[src/rtl/core/totp_pkg.sv]
// ----------------------------------------------------------------------------
// totp_pkg
// Shared types, constants and SHA-1 round functions for the TOTP generator.
// ----------------------------------------------------------------------------
package totp_pkg;

   localparam int KEY_BYTES         = 32;
   localparam int SECONDS_W         = 40;
   localparam int OFFSET_W          = 3;
   localparam int CODE_W            = 27;
   localparam int ROUNDS            = 80;
   localparam int DIV_CELLS         = 5;
   localparam int DIV_BITS_PER_CELL = 8;
   localparam int REM_W             = 5;
   localparam int CTR_W             = 41;
   localparam int AUX_W             = 160;

   localparam logic [5:0]  STEP_SECONDS = 6'd30;
   localparam logic [30:0] CODE_MODULUS = 31'd100000000;
   localparam logic [7:0]  IPAD_BYTE    = 8'h36;
   localparam logic [7:0]  OPAD_BYTE    = 8'h5c;

   typedef logic [31:0] word_type;

   typedef struct packed {
      word_type a;
      word_type b;
      word_type c;
      word_type d;
      word_type e;
   } sha_state_type;

   localparam sha_state_type SHA_IV = '{
      a: 32'h67452301, b: 32'hefcdab89, c: 32'h98badcfe,
      d: 32'h10325476, e: 32'hc3d2e1f0};

   localparam word_type PAD_WORD     = 32'h80000000;
   localparam word_type INNER_LENGTH = 32'd576;
   localparam word_type OUTER_LENGTH = 32'd672;

   typedef struct packed {
      sha_state_type     st;
      sha_state_type     cv;
      word_type [15:0]   w;
      logic [AUX_W-1:0]  aux;
   } round_data_type;

   typedef struct packed {
      logic [SECONDS_W-1:0] num;
      logic [SECONDS_W-1:0] quo;
      logic [REM_W-1:0]     rem;
      logic [OFFSET_W-1:0]  off;
   } div_data_type;

   function automatic word_type rotl1(input word_type x);
      return {x[30:0], x[31]};
   endfunction

   function automatic word_type sched_next(input word_type [15:0] w);
      return rotl1(w[13] ^ w[8] ^ w[2] ^ w[0]);
   endfunction

   function automatic sha_state_type sha_round(input sha_state_type s, input word_type w,
                                               input logic [6:0] idx);
      word_type      f;
      word_type      k;
      sha_state_type r;
      if (idx < 7'd20) begin
         f = (s.b & s.c) | (~s.b & s.d);
         k = 32'h5a827999;
      end else if (idx < 7'd40) begin
         f = s.b ^ s.c ^ s.d;
         k = 32'h6ed9eba1;
      end else if (idx < 7'd60) begin
         f = (s.b & s.c) | (s.b & s.d) | (s.c & s.d);
         k = 32'h8f1bbcdc;
      end else begin
         f = s.b ^ s.c ^ s.d;
         k = 32'hca62c1d6;
      end
      r.a = {s.a[26:0], s.a[31:27]} + f + s.e + k + w;
      r.b = s.a;
      r.c = {s.b[1:0], s.b[31:2]};
      r.d = s.c;
      r.e = s.d;
      return r;
   endfunction

   // key padded to 64 bytes, bytes at or past KEY_BYTES zeroed, then xor pad
   function automatic word_type [15:0] pad_block(input logic [255:0] key,
                                                 input logic [7:0] pad);
      word_type [15:0] blk;
      logic [7:0]      kb;
      for (int i = 0; i < 64; i++) begin
         kb = 8'h00;
         if (i < KEY_BYTES && i < 32)
            kb = key[255-8*i -: 8];
         blk[i/4][31-8*(i%4) -: 8] = kb ^ pad;
      end
      return blk;
   endfunction

endpackage

[src/rtl/core/totp_div_cell.sv]
// ----------------------------------------------------------------------------
// totp_div_cell
// Divide-by-30 cell: eight restoring quotient bits per word, one stage.
// ----------------------------------------------------------------------------
module totp_div_cell (
   input  logic                    clock,
   input  logic                    reset,
   input  logic                    in_valid,
   output logic                    in_ready,
   input  totp_pkg::div_data_type  in_data,
   output logic                    out_valid,
   input  logic                    out_ready,
   output totp_pkg::div_data_type  out_data
);

   logic                   valid_ff;
   totp_pkg::div_data_type data_ff;
   totp_pkg::div_data_type data_in;

   always_comb begin
      logic [totp_pkg::REM_W:0] t;
      data_in = in_data;
      for (int j = 0; j < totp_pkg::DIV_BITS_PER_CELL; j++) begin
         t = {data_in.rem, data_in.num[totp_pkg::SECONDS_W-1]};
         data_in.num = {data_in.num[totp_pkg::SECONDS_W-2:0], 1'b0};
         if (t >= totp_pkg::STEP_SECONDS) begin
            data_in.rem = totp_pkg::REM_W'(t - totp_pkg::STEP_SECONDS);
            data_in.quo = {data_in.quo[totp_pkg::SECONDS_W-2:0], 1'b1};
         end else begin
            data_in.rem = t[totp_pkg::REM_W-1:0];
            data_in.quo = {data_in.quo[totp_pkg::SECONDS_W-2:0], 1'b0};
         end
      end
   end

   assign in_ready  = !valid_ff || out_ready;
   assign out_valid = valid_ff;
   assign out_data  = data_ff;

   always_ff @(posedge clock) begin
      if (reset) begin
         valid_ff <= 1'b0;
      end else if (in_ready) begin
         valid_ff <= in_valid;
      end
      if (in_ready && in_valid) begin
         data_ff <= data_in;
      end
   end

endmodule

[config.mk]
export PLATFORM = sky130hd
export DESIGN_NAME = totp_div_cell
export DESIGN_NICKNAME = d
export VERILOG_FILES = /design/src/rtl/core/totp_pkg.sv /design/src/rtl/core/totp_div_cell.sv
export SDC_FILE = /design/constraint.sdc
export NUM_CORES = 1
export LEC_CHECK = 0
export ABC_AREA = 1
export BUFFER_PORTS_ARGS = -buffer_cell sky130_fd_sc_hd__buf_2
export CORE_ASPECT_RATIO = 1.1
export CORE_MARGIN = 1
export CORE_UTILIZATION = 41
export CTS_BUF_LIST = sky130_fd_sc_hd__clkbuf_16
export DETAILED_ROUTE_END_ITERATION = 8
export PLACE_DENSITY = 0.76
export RECOVER_POWER = 25
export SYNTH_ARGS = -nofsm -noshare
export SYNTH_HDL_FRONTEND = slang
export SYNTH_SLANG_ARGS = --single-unit
[constraint.sdc]
create_clock -name clock -period 5.1 [get_ports clock]
set_input_delay 0.255 -clock clock [delete_from_list [all_inputs] [get_ports clock]]
set_output_delay 0.255 -clock clock [all_outputs]
set_load 0.05 [all_outputs]
# After elaboration in Yosys (flattened, before gate mapping)
# Index checks and enable logic that the tools add are counted.
# Widths: inputs -> output; s select.
# op_classes
div	0
mux	8
reduce_logical	3
n_shift	0
mul	0
n_eq_ne	0
n_bitwise	0
addsub	8
order_cmp	8
# op_table
op	n
$ge 6x5->1 const B	8
$mux 6	8
$sub 5x5->5 const B	8
$logic_and 1x1->1	1
$logic_not 1->1	1
$logic_or 1x1->1	1
# totals
regBits	81
mem_bits_rw	0
inputBits	92
latch_bits	0
n_memories	0
rom_bits	0

# Longest topological paths before layout
# Gate-level depths: netlist of the first run.
# depth
depth_word	16
mapped_depth	38
depth_no_buf	38

# Worst setup path before layout of the first run
# No wires, ideal clock.
# synth_timing
path_kind	flip-flop to flip-flop
startpoint	reg valid_ff (netlist: out_valid)
endpoint	reg data_ff (netlist bit out_data[0]), enable pin
slack_ps	100
stages_incl_launch_ff	2
period_less_slack_ps	5000
arrival_time_ps	4456
path_cell_list	dfxtp_1 a21oi_1
# synth_between
elab_chain_cells	3
# synth_lines
item	line_no	rtl
start: declaration	totp_div_cell.sv:16	logic valid_ff;
start signal: assignment	totp_div_cell.sv:44	valid_ff <= in_valid;
$logic_not 1->1	totp_div_cell.sv:36	assign in_ready = !valid_ff || out_ready;
$logic_or 1x1->1	totp_div_cell.sv:36	
$logic_and 1x1->1	totp_div_cell.sv:46	if (in_ready && in_valid) begin
end signal: assignment	totp_div_cell.sv:47	data_ff <= data_in;
end: declaration	totp_div_cell.sv:17	totp_pkg::div_data_type data_ff;
# Every way passes these cells.
# A chain may end at the register's enable or synchronous reset.

==> impl_metrics.env, run 1 <==
export IMPL_grt_usage=0.1775
export IMPL_syn_inst=288
export IMPL_min_path_cells=2
export IMPL_antenna_found_initial=0
export IMPL_gp_congestion=0.8142
export IMPL_cts_tree="done"
export IMPL_multi_input_area_um2=1035
export IMPL_critPathLaunchType="input port"
export IMPL_htreeDepth=3
export IMPL_total_power_mw=2.256
export IMPL_ys_types=26
export IMPL_power_switching_share=0.3566
export IMPL_switchingPower_mw=0.8046
export IMPL_critPathRequiredTime_ns=5.17
export IMPL_wl_per_cell_um=13.82
export IMPL_yosys_warnings=0
export IMPL_fmax_ghz=0.2466
export IMPL_clk_path_buf_depth=2
export IMPL_p_int_mw=1.452
export IMPL_p_seq_frac=0.369
export IMPL_synth_top_cells_by_area="edfxtp_1, nand2_1, nand3_1"
export IMPL_utilization=0.5760
export IMPL_clkTransAtPathRegs_ns=0.06
export IMPL_fin_cells=579
export IMPL_cts_root_buf="clkbuf_16"
export IMPL_fillers=716
export IMPL_worst_slew_pin_slew_ns=1.008
export IMPL_nets=564
export IMPL_core_um2=8496
export IMPL_hold_violations=0
export IMPL_crit_top_cell="nand2_1"
export IMPL_drive_gt1_frac=0.4872
export IMPL_vias=2629
export IMPL_crit_path_end_kind="register"
export IMPL_regToRegEndpoint="out_data[21]"
export IMPL_setup_violations=0
export IMPL_synth_common_cells="edfxtp_1, nand2_1, inv_1"
export IMPL_viasPerCell=4.541
export IMPL_synth_flop_cell="edfxtp_1"
export IMPL_p_leak_nw=2.282
export IMPL_rows=35
export IMPL_drt_pass1_iter_count=5
export IMPL_slowest_stage="or2_1"
export IMPL_dpl_hpwl_um=6384
export IMPL_start_util=0.4268
export IMPL_hold_path_end="out_valid"
export IMPL_ir_worst_vdd_v=0.0001750
export IMPL_synth_top_cell_area_share=0.6625
export IMPL_area_growth_pct=34.96
export IMPL_die_w_um=91.67
export IMPL_cts_hold_buf=0
export IMPL_min_path_type="input port to register"
export IMPL_p_clk_frac=0.301
export IMPL_die_area_um2=9224
export IMPL_synth_largest_area_cell="edfxtp_1"
export IMPL_tns_ns=0
export IMPL_die_y_um=100.6
export IMPL_rsz0062_at_grt="no"
export IMPL_overflow=0
export IMPL_p_per_area_nw_per_um2=461.1
export IMPL_critPathKind="input port to register"
export IMPL_avgSynthCellArea_um2=12.59
export IMPL_drc=0
export IMPL_reg2reg_depth=2
export IMPL_drt_iter0_drc=106
export IMPL_yosysSeqAreaShare=0.6680
export IMPL_cpPeakStageDelay_ns=0.23
export IMPL_fin_worst_skew_ns=0.007042
export IMPL_r2r_start="out_valid"
export IMPL_grt_pass1_vias=2545
export IMPL_maxCapViolCount=0
export IMPL_synth_most_common_cell="edfxtp_1"
export IMPL_num_io_pins=182
export IMPL_portBuffers=165
export IMPL_slew_headroom=0.3263
export IMPL_reg2reg_setup_slack_ns=2.93
export IMPL_min_period_ns=4.055
export IMPL_grt_pass1_wl_um=12480
export IMPL_critPathMaxFanout=6
export IMPL_insertion_delay_ns=0.32
export IMPL_critPathArrivalTime_ns=4.13
export IMPL_synth_edf_count=80
export IMPL_cts_setup_buffers=0
export IMPL_ant_nets=0
export IMPL_cts_made_buffers=9
export IMPL_synth_seq_cells=81
export IMPL_antenna_cells=0
export IMPL_outcome="finished, final reports clean"
export IMPL_grt_max_degree=50
export IMPL_syn_area_um2=3626
export IMPL_cts_resized=0
export IMPL_routed_wirelength_um=8001
export IMPL_ys_async_sr_fraction=0
export IMPL_clock_sinks=81
export IMPL_fin_crit_sh=0.7951
export IMPL_placed_cells=564
export IMPL_ff_latch_area_um2=2422
export IMPL_combPwrFrac=0.331
export IMPL_hp_start="reset"
export IMPL_maxSlewViolCount=0
## worst max-delay path by stage
stage | startpoint | endpoint | slack [ns] | cells past startpoint
after floorplan | out_valid | out_data[0] | 0.1 | 1
after global placement | in_data[3] | out_data[6] | 0.84 | 35
after detailed placement | in_data[3] | out_data[5] | 0.68 | 37
after CTS | in_data[3] | out_data[6] | 1.02 | 37
after global routing | in_data[3] | out_data[6] | 0.55 | 35
final | in_data[3] | out_data[6] | 1.04 | 35
## layout make-up
| type | instances | area share |
|---|---|---|
| clock buffer | 9 | 0.04602 |
| clock inverter | 6 | 0.01892 |
| inverter | 39 | 0.02992 |
| multi-input combinational | 167 | 0.2115 |
| sequential | 81 | 0.4950 |
| tap | 111 | 0.02838 |
| timing repair buffer | 166 | 0.1703 |
## per-layer routing
layer	global-route usage	vias to the layer above	wire, um
li1	-	1317	-
met1	0.2048	1208	3130
met2	0.3245	102	4275
met3	0.04600	2	565
met4	0.05128	0	29
met5	0	-	0
## placed cells by master (no fill, tap or decap)
cell / count
clkinvlp_4: 2
or2_1: 3
nand2_1: 54
inv_1: 33
nand3_2: 6
nor2_1: 7
inv_6: 1
bufinv_16: 2
nor2_2: 1
a21oi_4: 2
buf_2: 165
xnor2_1: 2
inv_2: 6
clkbuf_16: 9
buf_4: 1
nand2_4: 6
nand4_2: 1
a21oi_1: 5
dfxtp_1: 1
clkinv_4: 1
conb_1: 8
ha_1: 8
nand3b_1: 4
nand4_1: 2
xor2_1: 4
nor2_4: 1
nand3_4: 3
edfxtp_1: 80
a21boi_1: 1
a21oi_2: 6
nand3_1: 28
nand2_2: 15
## stage by stage
step	hold WS, ns	area [um^2]	setup slack (ns)
floorplan	0.3241	3652	0.09997
global placement	0.4108	4576	0.8394
detailed placement	0.4107	4576	0.6848
CTS	0.06975	4893	1.021
global route	0.06819	4893	0.5511
finish	0.08322	4893	1.045
## kinds of logic after synthesis
| family | after synthesis | share of synthesized area |
|---|---|---|
| AO/OA/AOI/OAI | 14 | 0.02933 |
| flip-flops | 81 | 0.6680 |
| buffers and inverters | 47 | 0.05694 |
| adder cells (fa/ha/maj) | 8 | 0.02761 |
| AND/OR/NAND/NOR | 131 | 0.2026 |
| XOR/XNOR | 6 | 0.01449 |
| other | 1 | 0.001034 |
## sequential cells by signal, indices dropped and copies added (netlist names)
register   count
out_valid      1
out_data      80
## power by group through the flow
stage | clock (mW) | combinational (mW) | sequential (mW)
after global placement | 0 | 0.730 | 0.845
final | 0.678 | 0.746 | 0.832
after detailed placement | 0 | 0.752 | 0.847
after floorplan | 0 | 0.380 | 1.07
after global routing | 0.721 | 0.820 | 0.837
after CTS | 0.696 | 0.755 | 0.833
## critical path: cells and delay by family
kind	cells	cell delay, ns
compound gates	1	0.21
simple gates	25	2.49
buf+inv	4	0.32
fa+ha+maj	3	0.56
xor+xnor	2	0.30
Power figures use the tool's default switching activity.
==> run 2, diff against run 1 <==
CORE_UTILIZATION = 46   (was 41)
PLACE_DENSITY = 0.8   (was 0.76)
clock period = 3.81 ns   (was 5.1 ns; I/O delays follow)
==> impl_metrics.env, run 2 (same netlist as run 1, synthesis figures left out) <==
export IMPL_antenna_cells=0
export IMPL_drive_gt1_frac=0.6398
export IMPL_cp_num_buf_inv=6
export IMPL_clock_sinks=81
export IMPL_rsz0062_at_grt="yes"
export IMPL_slowest_stage="or2_4"
export IMPL_htreeDepth=3
export IMPL_min_period_ns=3.726
export IMPL_die_area_um2=8242
export IMPL_portBuffers=165
export IMPL_crit_family="simple AND/OR/NAND/NOR gates"
export IMPL_min_path_type="input port to register"
export IMPL_p_leak_nw=2.523
export IMPL_cts_made_buffers=9
export IMPL_gr_usage_met1=0.2117
export IMPL_viasPerCell=4.695
export IMPL_start_util=0.4799
export IMPL_layout_common_cells="buf_2, edfxtp_1, buf_4"
export IMPL_setup_violations=0
export IMPL_grt_pass1_wl_um=12560
export IMPL_r2r_start="out_valid"
export IMPL_cts_root_buf="clkbuf_16"
export IMPL_overflow=0
export IMPL_cts_hold_buf=0
export IMPL_use_met3=0.08571
export IMPL_regToRegEndpoint="out_data[64]"
export IMPL_fmax_ghz=0.2684
export IMPL_ff_latch_area_um2=2422
export IMPL_critPathArrivalTime_ns=3.81
export IMPL_p_per_area_nw_per_um2=586.0
export IMPL_routed_wirelength_um=8945
export IMPL_die_w_um=86.65
export IMPL_antenna_found_initial=0
export IMPL_num_io_pins=182
export IMPL_nets=603
export IMPL_cp_endpoint="out_data[4]"
export IMPL_total_power_mw=3.252
export IMPL_drt_iter0_drc=77
export IMPL_maxSlewViolCount=0
export IMPL_vias=2878
export IMPL_slew_headroom=0.3477
export IMPL_hold_violations=0
export IMPL_fin_worst_skew_ns=0.004419
export IMPL_worst_slew_pin_slew_ns=0.9784
export IMPL_crit_cells=31
export IMPL_fin_cells=613
export IMPL_crit_path_start="in_data[4]"
export IMPL_grt_pass1_vias=2640
export IMPL_reg2reg_setup_slack_ns=2.12
export IMPL_cpPeakStageDelay_ns=0.27
export IMPL_critPathRequiredTime_ns=3.89
export IMPL_drt_pass1_iter_count=4
export IMPL_placed_cells=588
export IMPL_area_growth_pct=53.04
export IMPL_holdWs_ns=0.01396
export IMPL_critPathLaunchType="input port"
export IMPL_outcome="finished, final reports clean"
export IMPL_reg2reg_depth=2
export IMPL_clk_path_buf_depth=2
export IMPL_rows=33
export IMPL_critPathKind="input port to register"
export IMPL_use_met2=0.3823
export IMPL_grt_max_degree=81
export IMPL_core_um2=7556
export IMPL_wl_per_cell_um=14.59
export IMPL_busiest_layer="met2"
export IMPL_tns_ns=0
export IMPL_maxCapViolCount=0
export IMPL_fillers=519
export IMPL_gp_congestion=0.8901
export IMPL_ir_worst_vdd_v=0.0002806
export IMPL_drc=0
export IMPL_clkTransAtPathRegs_ns=0.06
export IMPL_cts_tree="done"
export IMPL_ant_nets=0
export IMPL_fin_crit_sh=0.9781
export IMPL_layout_commonest_cell="buf_2"
export IMPL_multi_input_area_um2=1379
export IMPL_dpl_hpwl_um=6522
export IMPL_largest_reg_flops=80
export IMPL_insertion_delay_ns=0.33
export IMPL_die_y_um=95.12
export IMPL_crit_path_end_kind="register"
export IMPL_grt_usage=0.2065
export IMPL_critPathMaxFanout=5
## run 2: metrics by stage
stage	area, um^2	worst slack [ns]	utilization
floorplan	3656	0.04021	-
global placement	4793	-0.1905	0.6344
detailed placement	4793	-0.3890	0.6344
CTS	5084	0.002187	0.6728
global route	5549	-0.1866	0.7344
finish	5549	0.08362	0.7344
## run 2: power breakdown
| group | switching (mW) | internal, mW |
|---|---|---|
| Clock | 0.356 | 0.455 |
| Sequential | 0.0184 | 1.10 |
| Combinational | 0.861 | 0.466 |
## run 2: worst min-delay path by stage
stage	startpoint	end	slack [ns]	cells past startpoint
6_report	reset	out_valid	0.01	2
3_5_place_dp	reset	out_valid	0.35	2
2_1_floorplan	reset	out_valid	0.26	1
3_3_place_gp	reset	out_valid	0.35	2
5_1_grt	reset	out_valid	0.009	2
4_1_cts	reset	out_valid	0.006	2
## run 2: per-layer routing
metal,share of wire,vias up
met3,0.091,12
met1,0.36,1343
li1,-,1409
met2,0.53,114
met4,0.015,0
met5,0,-
## run 2: timing repair
| item | CTS | global route |
|---|---|---|
| setup buffers | 0 | 9 |
| pin swaps | 1 | 51 |
| setup endpoints to repair | 3 | 5 |
| resized for setup | 1 | 96 |
## run 2: worst reg2reg max path: cells and delay by family, from the launching register on
kind / cells / cell delay, ns
AOI/OAI and AO/OA: 1 / 0.16
buffers and inverters: 1 / 0.77
DFF: 1 / 0.35
## run 2: cell type report
| cell class | count | share of cell area |
|---|---|---|
| clock buffers | 9 | 0.04059 |
| clock inverters | 7 | 0.01105 |
| inverters | 39 | 0.02728 |
| multi-input cells | 167 | 0.2485 |
| flip-flops and latches | 81 | 0.4365 |
| well taps | 105 | 0.02368 |
| repair buffers | 205 | 0.2124 |
